===== config.mk =====
export PLATFORM = sky130hd
export DESIGN_NAME = mean_relative_threshold_flat
export DESIGN_NICKNAME = d
export VERILOG_FILES = /design/src/hdl/mrt_pkg.sv /design/src/hdl/mrt_in_if.sv /design/src/hdl/mrt_out_if.sv /design/src/hdl/mean_relative_threshold.sv /design/src/hdl/mrt_cfg.sv /design/src/hdl/mrt_store.sv /design/src/hdl/mrt_mul.sv /design/src/flat_wrapper.sv
export SDC_FILE = /design/constraint.sdc
export NUM_CORES = 2
export LEC_CHECK = 0
export BUFFER_PORTS_ARGS = -buffer_cell sky130_fd_sc_hd__buf_2
export CORE_MARGIN = 2
export CORE_UTILIZATION = 41
export CTS_CLUSTER_DIAMETER = 40
export DETAILED_ROUTE_END_ITERATION = 7
export PLACE_DENSITY_LB_ADDON = 0.15
export SYNTH_ARGS = -nofsm -noshare
export SYNTH_HDL_FRONTEND = slang
export SYNTH_HIERARCHICAL = 1
export SYNTH_SLANG_ARGS = --single-unit

===== constraint.sdc =====
create_clock -name clk -period 6.4 [get_ports clk]
set_input_delay 1.28 -clock clk [delete_from_list [all_inputs] [get_ports clk]]
set_output_delay 1.28 -clock clk [all_outputs]
set_load 0.1 [all_outputs]

===== src/hdl/mrt_pkg.sv =====
package mrt_pkg;

  localparam int MAX_READINGS_DEF     = 64;
  localparam int SAMPLE_BITS_DEF      = 16;
  localparam int FACTOR_FRAC_BITS_DEF = 12;

  localparam int FACTOR_BITS = 16;
  localparam logic signed [FACTOR_BITS-1:0] FACTOR_RESET = 16'sd4096;

  localparam int APB_DATA_BITS = 32;
  localparam int APB_ADDR_BITS = 3;
  localparam logic REG_SCALE_FACTOR = 1'b0;

endpackage


===== src/hdl/mrt_in_if.sv =====
interface mrt_in_if
  import mrt_pkg::*;
#(
  parameter int SAMPLE_BITS = SAMPLE_BITS_DEF
);
  logic                          valid;
  logic                          ready;
  logic signed [SAMPLE_BITS-1:0] sample_value;
  logic                          set_end;

  modport source (output valid, output sample_value, output set_end, input ready);
  modport sink (input valid, input sample_value, input set_end, output ready);
endinterface


===== src/hdl/mrt_out_if.sv =====
interface mrt_out_if;
  logic valid;
  logic ready;
  logic above_threshold;
  logic burst_end;

  modport source (output valid, output above_threshold, output burst_end, input ready);
  modport sink (input valid, input above_threshold, input burst_end, output ready);
endinterface


===== src/hdl/mean_relative_threshold.sv =====
// Channel  Dir  Payload                         Accept
// in_ch    in   sample_value, set_end           valid && ready
// out_ch   out  above_threshold, burst_end      valid && ready
// APB      in   scale_factor at byte address 0  psel && penable && pwrite
//
// Loading accepts one reading per cycle; in_ch.ready is high only while loading.
// Closing a set first forms sum * factor on the shared multiplier; then
// each flag steps through store read, multiply, compare and present,
// holding while out_ch stalls; a set of n readings emits n flags.
// Synchronous active-high reset clears the sequencer, sum and count.
module mean_relative_threshold
  import mrt_pkg::*;
#(
  parameter int MAX_READINGS     = MAX_READINGS_DEF,
  parameter int SAMPLE_BITS      = SAMPLE_BITS_DEF,
  parameter int FACTOR_FRAC_BITS = FACTOR_FRAC_BITS_DEF
) (
  input  logic                     clk,
  input  logic                     rst,
  input  logic                     psel,
  input  logic                     penable,
  input  logic                     pwrite,
  input  logic [APB_ADDR_BITS-1:0] paddr,
  input  logic [APB_DATA_BITS-1:0] pwdata,
  output logic [APB_DATA_BITS-1:0] prdata,
  output logic                     pready,
  mrt_in_if.sink                   in_ch,
  mrt_out_if.source                out_ch
);

  localparam int CNT_BITS  = $clog2(MAX_READINGS + 1);
  localparam int IDX_BITS  = (MAX_READINGS > 1) ? $clog2(MAX_READINGS) : 1;
  localparam int SUM_BITS  = SAMPLE_BITS + $clog2(MAX_READINGS);
  localparam int PROD_BITS = SUM_BITS + FACTOR_BITS;
  localparam int CMP_BITS  = PROD_BITS + FACTOR_FRAC_BITS;

  localparam logic [2:0] S_LOAD  = 3'd0;
  localparam logic [2:0] S_RHS   = 3'd1;
  localparam logic [2:0] S_FETCH = 3'd2;
  localparam logic [2:0] S_MUL   = 3'd3;
  localparam logic [2:0] S_CMP   = 3'd4;
  localparam logic [2:0] S_OUT   = 3'd5;

  logic [2:0]                    state;
  logic signed [SUM_BITS-1:0]    sum;
  logic [CNT_BITS-1:0]           count;
  logic [IDX_BITS-1:0]           idx;
  logic signed [PROD_BITS-1:0]   rhs;
  logic                          out_valid;
  logic                          above;
  logic                          last;

  logic signed [FACTOR_BITS-1:0] scale_factor;
  logic [SAMPLE_BITS-1:0]        rd_data;
  logic signed [SUM_BITS-1:0]    mul_a;
  logic signed [FACTOR_BITS-1:0] mul_b;
  logic signed [PROD_BITS-1:0]   prod;
  logic signed [CMP_BITS-1:0]    lhs_ext;
  logic signed [CMP_BITS-1:0]    rhs_ext;
  logic [CNT_BITS-1:0]           count_next;
  logic [CNT_BITS-1:0]           idx_plus;
  logic                          in_acc;
  logic                          close;
  logic                          is_last;

  mrt_cfg u_cfg (
    .clk          (clk),
    .rst          (rst),
    .psel         (psel),
    .penable      (penable),
    .pwrite       (pwrite),
    .paddr        (paddr),
    .pwdata       (pwdata),
    .prdata       (prdata),
    .pready       (pready),
    .scale_factor (scale_factor)
  );

  mrt_store #(
    .DEPTH     (MAX_READINGS),
    .WIDTH     (SAMPLE_BITS),
    .ADDR_BITS (IDX_BITS)
  ) u_store (
    .clk     (clk),
    .wr_en   (in_acc),
    .wr_addr (count[IDX_BITS-1:0]),
    .wr_data (in_ch.sample_value),
    .rd_addr (idx),
    .rd_data (rd_data)
  );

  always_comb begin
    if (state == S_RHS) begin
      mul_a = sum;
      mul_b = scale_factor;
    end else begin
      mul_a = SUM_BITS'(signed'(rd_data));
      mul_b = signed'(FACTOR_BITS'(count));
    end
  end

  mrt_mul #(
    .A_BITS (SUM_BITS),
    .B_BITS (FACTOR_BITS)
  ) u_mul (
    .clk  (clk),
    .a    (mul_a),
    .b    (mul_b),
    .prod (prod)
  );

  assign in_ch.ready = (state == S_LOAD);
  assign in_acc      = in_ch.valid && in_ch.ready;
  assign count_next  = count + CNT_BITS'(1);
  assign close       = in_ch.set_end || (count_next == CNT_BITS'(MAX_READINGS));
  assign idx_plus    = CNT_BITS'(idx) + CNT_BITS'(1);
  assign is_last     = (idx_plus == count);

  assign lhs_ext = CMP_BITS'(prod) <<< FACTOR_FRAC_BITS;
  assign rhs_ext = CMP_BITS'(rhs);

  assign out_ch.valid           = out_valid;
  assign out_ch.above_threshold = above;
  assign out_ch.burst_end       = last;

  always_ff @(posedge clk) begin
    if (rst) begin
      state     <= S_LOAD;
      sum       <= '0;
      count     <= '0;
      idx       <= '0;
      out_valid <= 1'b0;
    end else begin
      unique case (state)
        S_LOAD: begin
          if (in_acc) begin
            sum   <= sum + SUM_BITS'(in_ch.sample_value);
            count <= count_next;
            if (close) begin
              state <= S_RHS;
            end
          end
        end
        S_RHS: begin
          state <= S_FETCH;
        end
        S_FETCH: begin
          if (idx == '0) begin
            rhs <= prod;
          end
          state <= S_MUL;
        end
        S_MUL: begin
          state <= S_CMP;
        end
        S_CMP: begin
          above     <= (lhs_ext > rhs_ext);
          last      <= is_last;
          out_valid <= 1'b1;
          state     <= S_OUT;
        end
        S_OUT: begin
          if (out_ch.ready) begin
            out_valid <= 1'b0;
            if (last) begin
              sum   <= '0;
              count <= '0;
              idx   <= '0;
              state <= S_LOAD;
            end else begin
              idx   <= idx + IDX_BITS'(1);
              state <= S_FETCH;
            end
          end
        end
        default: begin
          state <= S_LOAD;
        end
      endcase
    end
  end

endmodule


===== src/hdl/mrt_cfg.sv =====
module mrt_cfg
  import mrt_pkg::*;
(
  input  logic                          clk,
  input  logic                          rst,
  input  logic                          psel,
  input  logic                          penable,
  input  logic                          pwrite,
  input  logic [APB_ADDR_BITS-1:0]      paddr,
  input  logic [APB_DATA_BITS-1:0]      pwdata,
  output logic [APB_DATA_BITS-1:0]      prdata,
  output logic                          pready,
  output logic signed [FACTOR_BITS-1:0] scale_factor
);

  logic hit;

  assign pready = 1'b1;
  assign hit    = (paddr[2] == REG_SCALE_FACTOR);

  always_ff @(posedge clk) begin
    if (rst) begin
      scale_factor <= FACTOR_RESET;
    end else if (psel && penable && pwrite && pready && hit) begin
      scale_factor <= signed'(pwdata[FACTOR_BITS-1:0]);
    end
  end

  assign prdata = hit ? APB_DATA_BITS'(scale_factor) : '0;

endmodule


===== src/hdl/mrt_store.sv =====
module mrt_store #(
  parameter int DEPTH    = 64,
  parameter int WIDTH    = 16,
  parameter int ADDR_BITS = 6
) (
  input  logic                 clk,
  input  logic                 wr_en,
  input  logic [ADDR_BITS-1:0] wr_addr,
  input  logic [WIDTH-1:0]     wr_data,
  input  logic [ADDR_BITS-1:0] rd_addr,
  output logic [WIDTH-1:0]     rd_data
);

  logic [WIDTH-1:0] mem [DEPTH];

  always_ff @(posedge clk) begin
    if (wr_en) begin
      mem[wr_addr] <= wr_data;
    end
    rd_data <= mem[rd_addr];
  end

endmodule


===== src/hdl/mrt_mul.sv =====
module mrt_mul #(
  parameter int A_BITS = 22,
  parameter int B_BITS = 16
) (
  input  logic                              clk,
  input  logic signed [A_BITS-1:0]          a,
  input  logic signed [B_BITS-1:0]          b,
  output logic signed [A_BITS+B_BITS-1:0]   prod
);

  always_ff @(posedge clk) begin
    prod <= a * b;
  end

endmodule

===== src/flat_wrapper.sv =====
// flat-port wrapper written by rule: the top's interface ports become plain ports
module mean_relative_threshold_flat import mrt_pkg::*;
#(
  parameter int MAX_READINGS     = MAX_READINGS_DEF,
  parameter int SAMPLE_BITS      = SAMPLE_BITS_DEF,
  parameter int FACTOR_FRAC_BITS = FACTOR_FRAC_BITS_DEF
)
  (clk, rst, psel, penable, pwrite, paddr, pwdata, prdata, pready, in_ch_valid, in_ch_sample_value, in_ch_set_end, in_ch_ready, out_ch_valid, out_ch_above_threshold, out_ch_burst_end, out_ch_ready);
  mrt_in_if #(.SAMPLE_BITS(SAMPLE_BITS)) in_ch_i ();
  mrt_out_if out_ch_i ();
  input  logic clk;
  input  logic rst;
  input  logic psel;
  input  logic penable;
  input  logic pwrite;
  input  logic [APB_ADDR_BITS-1:0] paddr;
  input  logic [APB_DATA_BITS-1:0] pwdata;
  output logic [APB_DATA_BITS-1:0] prdata;
  output logic pready;
  input wire logic [$bits(in_ch_i.valid)-1:0] in_ch_valid;
  input wire logic [$bits(in_ch_i.sample_value)-1:0] in_ch_sample_value;
  input wire logic [$bits(in_ch_i.set_end)-1:0] in_ch_set_end;
  output wire logic [$bits(in_ch_i.ready)-1:0] in_ch_ready;
  output wire logic [$bits(out_ch_i.valid)-1:0] out_ch_valid;
  output wire logic [$bits(out_ch_i.above_threshold)-1:0] out_ch_above_threshold;
  output wire logic [$bits(out_ch_i.burst_end)-1:0] out_ch_burst_end;
  input wire logic [$bits(out_ch_i.ready)-1:0] out_ch_ready;
  assign in_ch_i.valid = in_ch_valid;
  assign in_ch_i.sample_value = in_ch_sample_value;
  assign in_ch_i.set_end = in_ch_set_end;
  assign in_ch_ready = in_ch_i.ready;
  assign out_ch_valid = out_ch_i.valid;
  assign out_ch_above_threshold = out_ch_i.above_threshold;
  assign out_ch_burst_end = out_ch_i.burst_end;
  assign out_ch_i.ready = out_ch_ready;
  mean_relative_threshold #(.MAX_READINGS(MAX_READINGS), .SAMPLE_BITS(SAMPLE_BITS), .FACTOR_FRAC_BITS(FACTOR_FRAC_BITS)) u_core (.clk(clk), .rst(rst), .psel(psel), .penable(penable), .pwrite(pwrite), .paddr(paddr), .pwdata(pwdata), .prdata(prdata), .pready(pready), .in_ch(in_ch_i), .out_ch(out_ch_i));
endmodule

==> results.cfg <==
[sta]
timing.slew.headroom = 0.249
fmax_mhz = 150
setup_viol = 17
fin_crit_sh = 1.04
setup_repair_after_global_routing_missed_its_margin = true
worst_pin_slew_ns = 1.13
holdWs_ns = 0.439
timing.final.hold_violations = 0
tns_ns = -2.86
finalWorstSetupSlack_ns = -0.268
clock-skew-final_ns = 0.0645
finalMaxSlewViolations = 0
post-route-min-period_ns = 6.67

[logic_synthesis]
asyncSetResetFlopFracSynth = 0
yosys_warnings = 6
combinational_family_with_the_most_area_after_synthesis = adder cells
yosys.area_share.simple = 0.0709
synth_cell_types = 92
synth_compound_area_frac = 0.0462
ys_seq_area_frac = 0.567
postSynthNetCount = 4593
mux_share_of_post_synthesis_cell_area = 0.110
yosys.area_share.adder = 0.148
post_synth_inst_count = 4030
synth_enable_flop_cells = 1064
syn-mean-instance-area_um2 = 14.9
synth_flop_cell = sky130_fd_sc_hd__edfxtp_1
ys_ff_latch = 1173
syn_area_um2 = 60200
synthXorXnorAreaFrac = 0.00930

[place]
place.detailed.hpwl_um = 104000
globalplace.congestion = 0.838
numPortBuffers = 76

[worst_setup_path]
worst_r2r_startpoint = u_core/state[0]
rrSetupSlack_ns = -0.27
path_common_cell = sky130_fd_sc_hd__fa_1
crit_path_max_fanout = 8
worst-endpoint-arrival_ns = 7.33
critical_path.top_delay_family = adder cells
worst_path_largest_cell_delay_ns = 0.58
timing.rr.end = u_core/u_mul/prod[35]
cp-start-kind = register
crit_slowest_cell = sky130_fd_sc_hd__fa_1
worst-path-buf-inv = 8
rr_worst_depth = 26
critPathKind = register to register
cp-end-kind = register
data_required_critical_path_ns = 7.07

[status]
failing_checks = setup timing
outcome = finished with violations

[clock_network]
holdBufCountCts = 0
clock_sinks = 1173
tritoncts_clock_tree = done
tritoncts.num_buffers = 158
cts.reportedPaths.clkPinSlew_ns = 0.06
clk_latency_ns = 0.80
clk_root_buffer_cell = sky130_fd_sc_hd__clkbuf_16
cts-htree-levels = 4
max_clock_buf_depth = 3

[finish]
post-route-util = 0.489
final_net_count = 4975
num-fill-cells = 12500
synthToLayoutAreaGrowth_pct = 18.2
drive_above_1_share = 0.251

[route]
routed-via-count = 34300
wirelength_um = 158000
drt-vias-per-instance = 5.30
detailedRoute.firstIterationViolations = 2472
wl_per_cell_um = 24.4
drtAntennaViolNets = 0
detail_route.first_pass.iterations = 5
remaining_drc_errors = 0

[power]
p_total_mw = 19.3
powerDensity_nw_per_um2 = 271
p_int_mw = 14.5
total_switching_power_mw = 4.79
pwr-share-comb = 0.092
sw_frac_of_total = 0.248
share_of_power_burned_in_registers = 0.445
ir_drop_mv = 0.298
power.static_leakage_nw = 26.2
power_frac_clock = 0.463

[floorplan]
core_area_um2 = 146000
die_height_um = 387
design.portCount = 96
fp-row-count = 140
initial_core_util = 0.413
die_span_x_um = 387
fp.dieArea_um2 = 150000

[hold_path]
min_delay_path_class = register to register
timing.hold.worst.start = u_core/u_mul/prod[35]
hold_path_end = u_core/rhs[35]
min_delay_path_depth = 0

[global_routing]
track_usage = 0.209
vias_in_the_first_global_route = 35800
grt_start_max_net_pins = 72
global_route.overflow_total = 0
grt_antenna_before_repair = 11
grt_pass1_wl_um = 232000

[run]
cap_violations = 0
==> layout make-up <==
class / count / area [µm²] / share of cell area
well taps: 1917 / 2400 / 0.0337
inverters: 453 / 1710 / 0.0240
clock inverters: 116 / 1470 / 0.0207
repair buffers: 420 / 3370 / 0.0474
multi-input cells: 2206 / 24100 / 0.338
clock buffers: 178 / 4050 / 0.0568
flip-flops and latches: 1173 / 34200 / 0.479
diodes: 5 / 12.5 / 0.000176
==> metal layers <==
| layer | share of wire | vias up | routed length [µm] | track usage |
|---|---|---|---|---|
| met1 | 0.42 | 17900 | 66300 | 0.276 |
| met5 | 0.00022 | - | 35 | 0 |
| met3 | 0.052 | 205 | 8220 | 0.0351 |
| li1 | - | 15300 | - | - |
| met4 | 0.026 | 6 | 4170 | 0.0599 |
| met2 | 0.50 | 831 | 78900 | 0.356 |
==> through the flow <==
step           worst slack [ns]  instance area, µm²  std cells
2_1_floorplan           -0.0826               60600       4030
3_3_place_gp             -0.524               64700       6130
3_5_place_dp             -0.523               64700       6130
4_1_cts                  -0.319               70700       6442
5_1_grt                  -0.536               71200       6463
6_report                 -0.268               71200       6468
==> power by group through the flow <==
stage | clock, mW | sequential, mW | combinational (mW)
3_5_place_dp | 0 | 8.76 | 1.67
2_1_floorplan | 0 | 8.70 | 1.01
3_3_place_gp | 0 | 8.75 | 1.66
5_1_grt | 9.45 | 8.61 | 1.98
4_1_cts | 9.12 | 8.60 | 1.74
6_report | 8.94 | 8.60 | 1.78
==> Yosys cell counts, types with 49 or more instances <==
cell type,instances,share of area
sky130_fd_sc_hd__fa_1,347,0.12
sky130_fd_sc_hd__nand2_1,313,0.020
sky130_fd_sc_hd__mux2i_1,103,0.017
sky130_fd_sc_hd__clkbuf_1,92,0.0057
sky130_fd_sc_hd__inv_1,452,0.028
sky130_fd_sc_hd__dfxtp_1,109,0.036
sky130_fd_sc_hd__ha_1,157,0.033
sky130_fd_sc_hd__edfxtp_1,1064,0.53
sky130_fd_sc_hd__mux2_2,49,0.0092
sky130_fd_sc_hd__mux4_2,220,0.082
sky130_fd_sc_hd__and2_1,149,0.015
sky130_fd_sc_hd__a21oi_1,85,0.0071
sky130_fd_sc_hd__nor2_1,161,0.010
==> sequential cells by signal, indices dropped and copies added (netlist names) <==
register                       flops
u_core/state                       3
u_core/u_cfg/scale_factor         16
u_core/count                       7
u_core/sum                        22
u_core/u_store/mem              1024
u_core/u_store/rd_data            16
u_core/rhs                        38
u_core/idx                         6
u_core/u_mul/prod                 38
u_core/out_ch.burst_end            1
u_core/out_ch.valid                1
u_core/out_ch.above_threshold      1
==> worst max-delay path by stage <==
stage | depth (start not counted) | end | slack (ns) | start
final | 26 | u_core/u_mul/prod[35] | -0.27 | u_core/state[0]
after global routing | 24 | u_core/u_mul/prod[32] | -0.54 | u_core/state[1]
after CTS | 25 | u_core/u_mul/prod[21] | -0.32 | u_core/state[1]
after detailed placement | 22 | u_core/u_mul/prod[31] | -0.52 | u_core/state[2]
after global placement | 22 | u_core/u_mul/prod[31] | -0.52 | u_core/state[2]
after floorplan | 26 | u_core/u_mul/prod[32] | -0.08 | u_core/state[2]
==> kinds of logic (layout without fill, tap and decap cells) <==
family	Yosys count	count (layout)
flops	1173	1173
simple gates	863	863
buf+inv	658	1167
fa+ha+maj	504	504
compound gates	391	391
mux	376	383
xor+xnor	64	64
other cells	1	6
==> cells in the final DEF, fill, tap and decap left out, types with 21 or more instances in the layout <==
| cell | n |
|---|---|
| sky130_fd_sc_hd__buf_4 | 296 |
| sky130_fd_sc_hd__o21ai_0 | 34 |
| sky130_fd_sc_hd__xnor2_1 | 38 |
| sky130_fd_sc_hd__dfxtp_1 | 101 |
| sky130_fd_sc_hd__clkbuf_16 | 158 |
| sky130_fd_sc_hd__buf_6 | 22 |
| sky130_fd_sc_hd__ha_1 | 138 |
| sky130_fd_sc_hd__nand2_1 | 307 |
| sky130_fd_sc_hd__and2_1 | 136 |
| sky130_fd_sc_hd__mux4_2 | 220 |
| sky130_fd_sc_hd__nor2_1 | 145 |
| sky130_fd_sc_hd__edfxtp_1 | 1064 |
| sky130_fd_sc_hd__mux2_2 | 33 |
| sky130_fd_sc_hd__fa_1 | 329 |
| sky130_fd_sc_hd__a22oi_1 | 47 |
| sky130_fd_sc_hd__clkinv_1 | 21 |
| sky130_fd_sc_hd__mux2i_1 | 103 |
| sky130_fd_sc_hd__nor2b_1 | 42 |
| sky130_fd_sc_hd__nand2b_1 | 47 |
| sky130_fd_sc_hd__a21oi_1 | 78 |
| sky130_fd_sc_hd__buf_12 | 24 |
| sky130_fd_sc_hd__mux2_4 | 23 |
| sky130_fd_sc_hd__nand3_1 | 36 |
| sky130_fd_sc_hd__nand4_1 | 23 |
| sky130_fd_sc_hd__inv_1 | 435 |
| sky130_fd_sc_hd__buf_2 | 76 |
| sky130_fd_sc_hd__a21o_1 | 37 |
==> timing repair <==
item | in CTS | in global routing
pin swaps | 47 | 55
cloned | 4 | 5
buffers inserted | 14 | 17
setup endpoints to repair | 20 | 23
resized for setup | 70 | 87
Power figures use the tool's default switching activity.
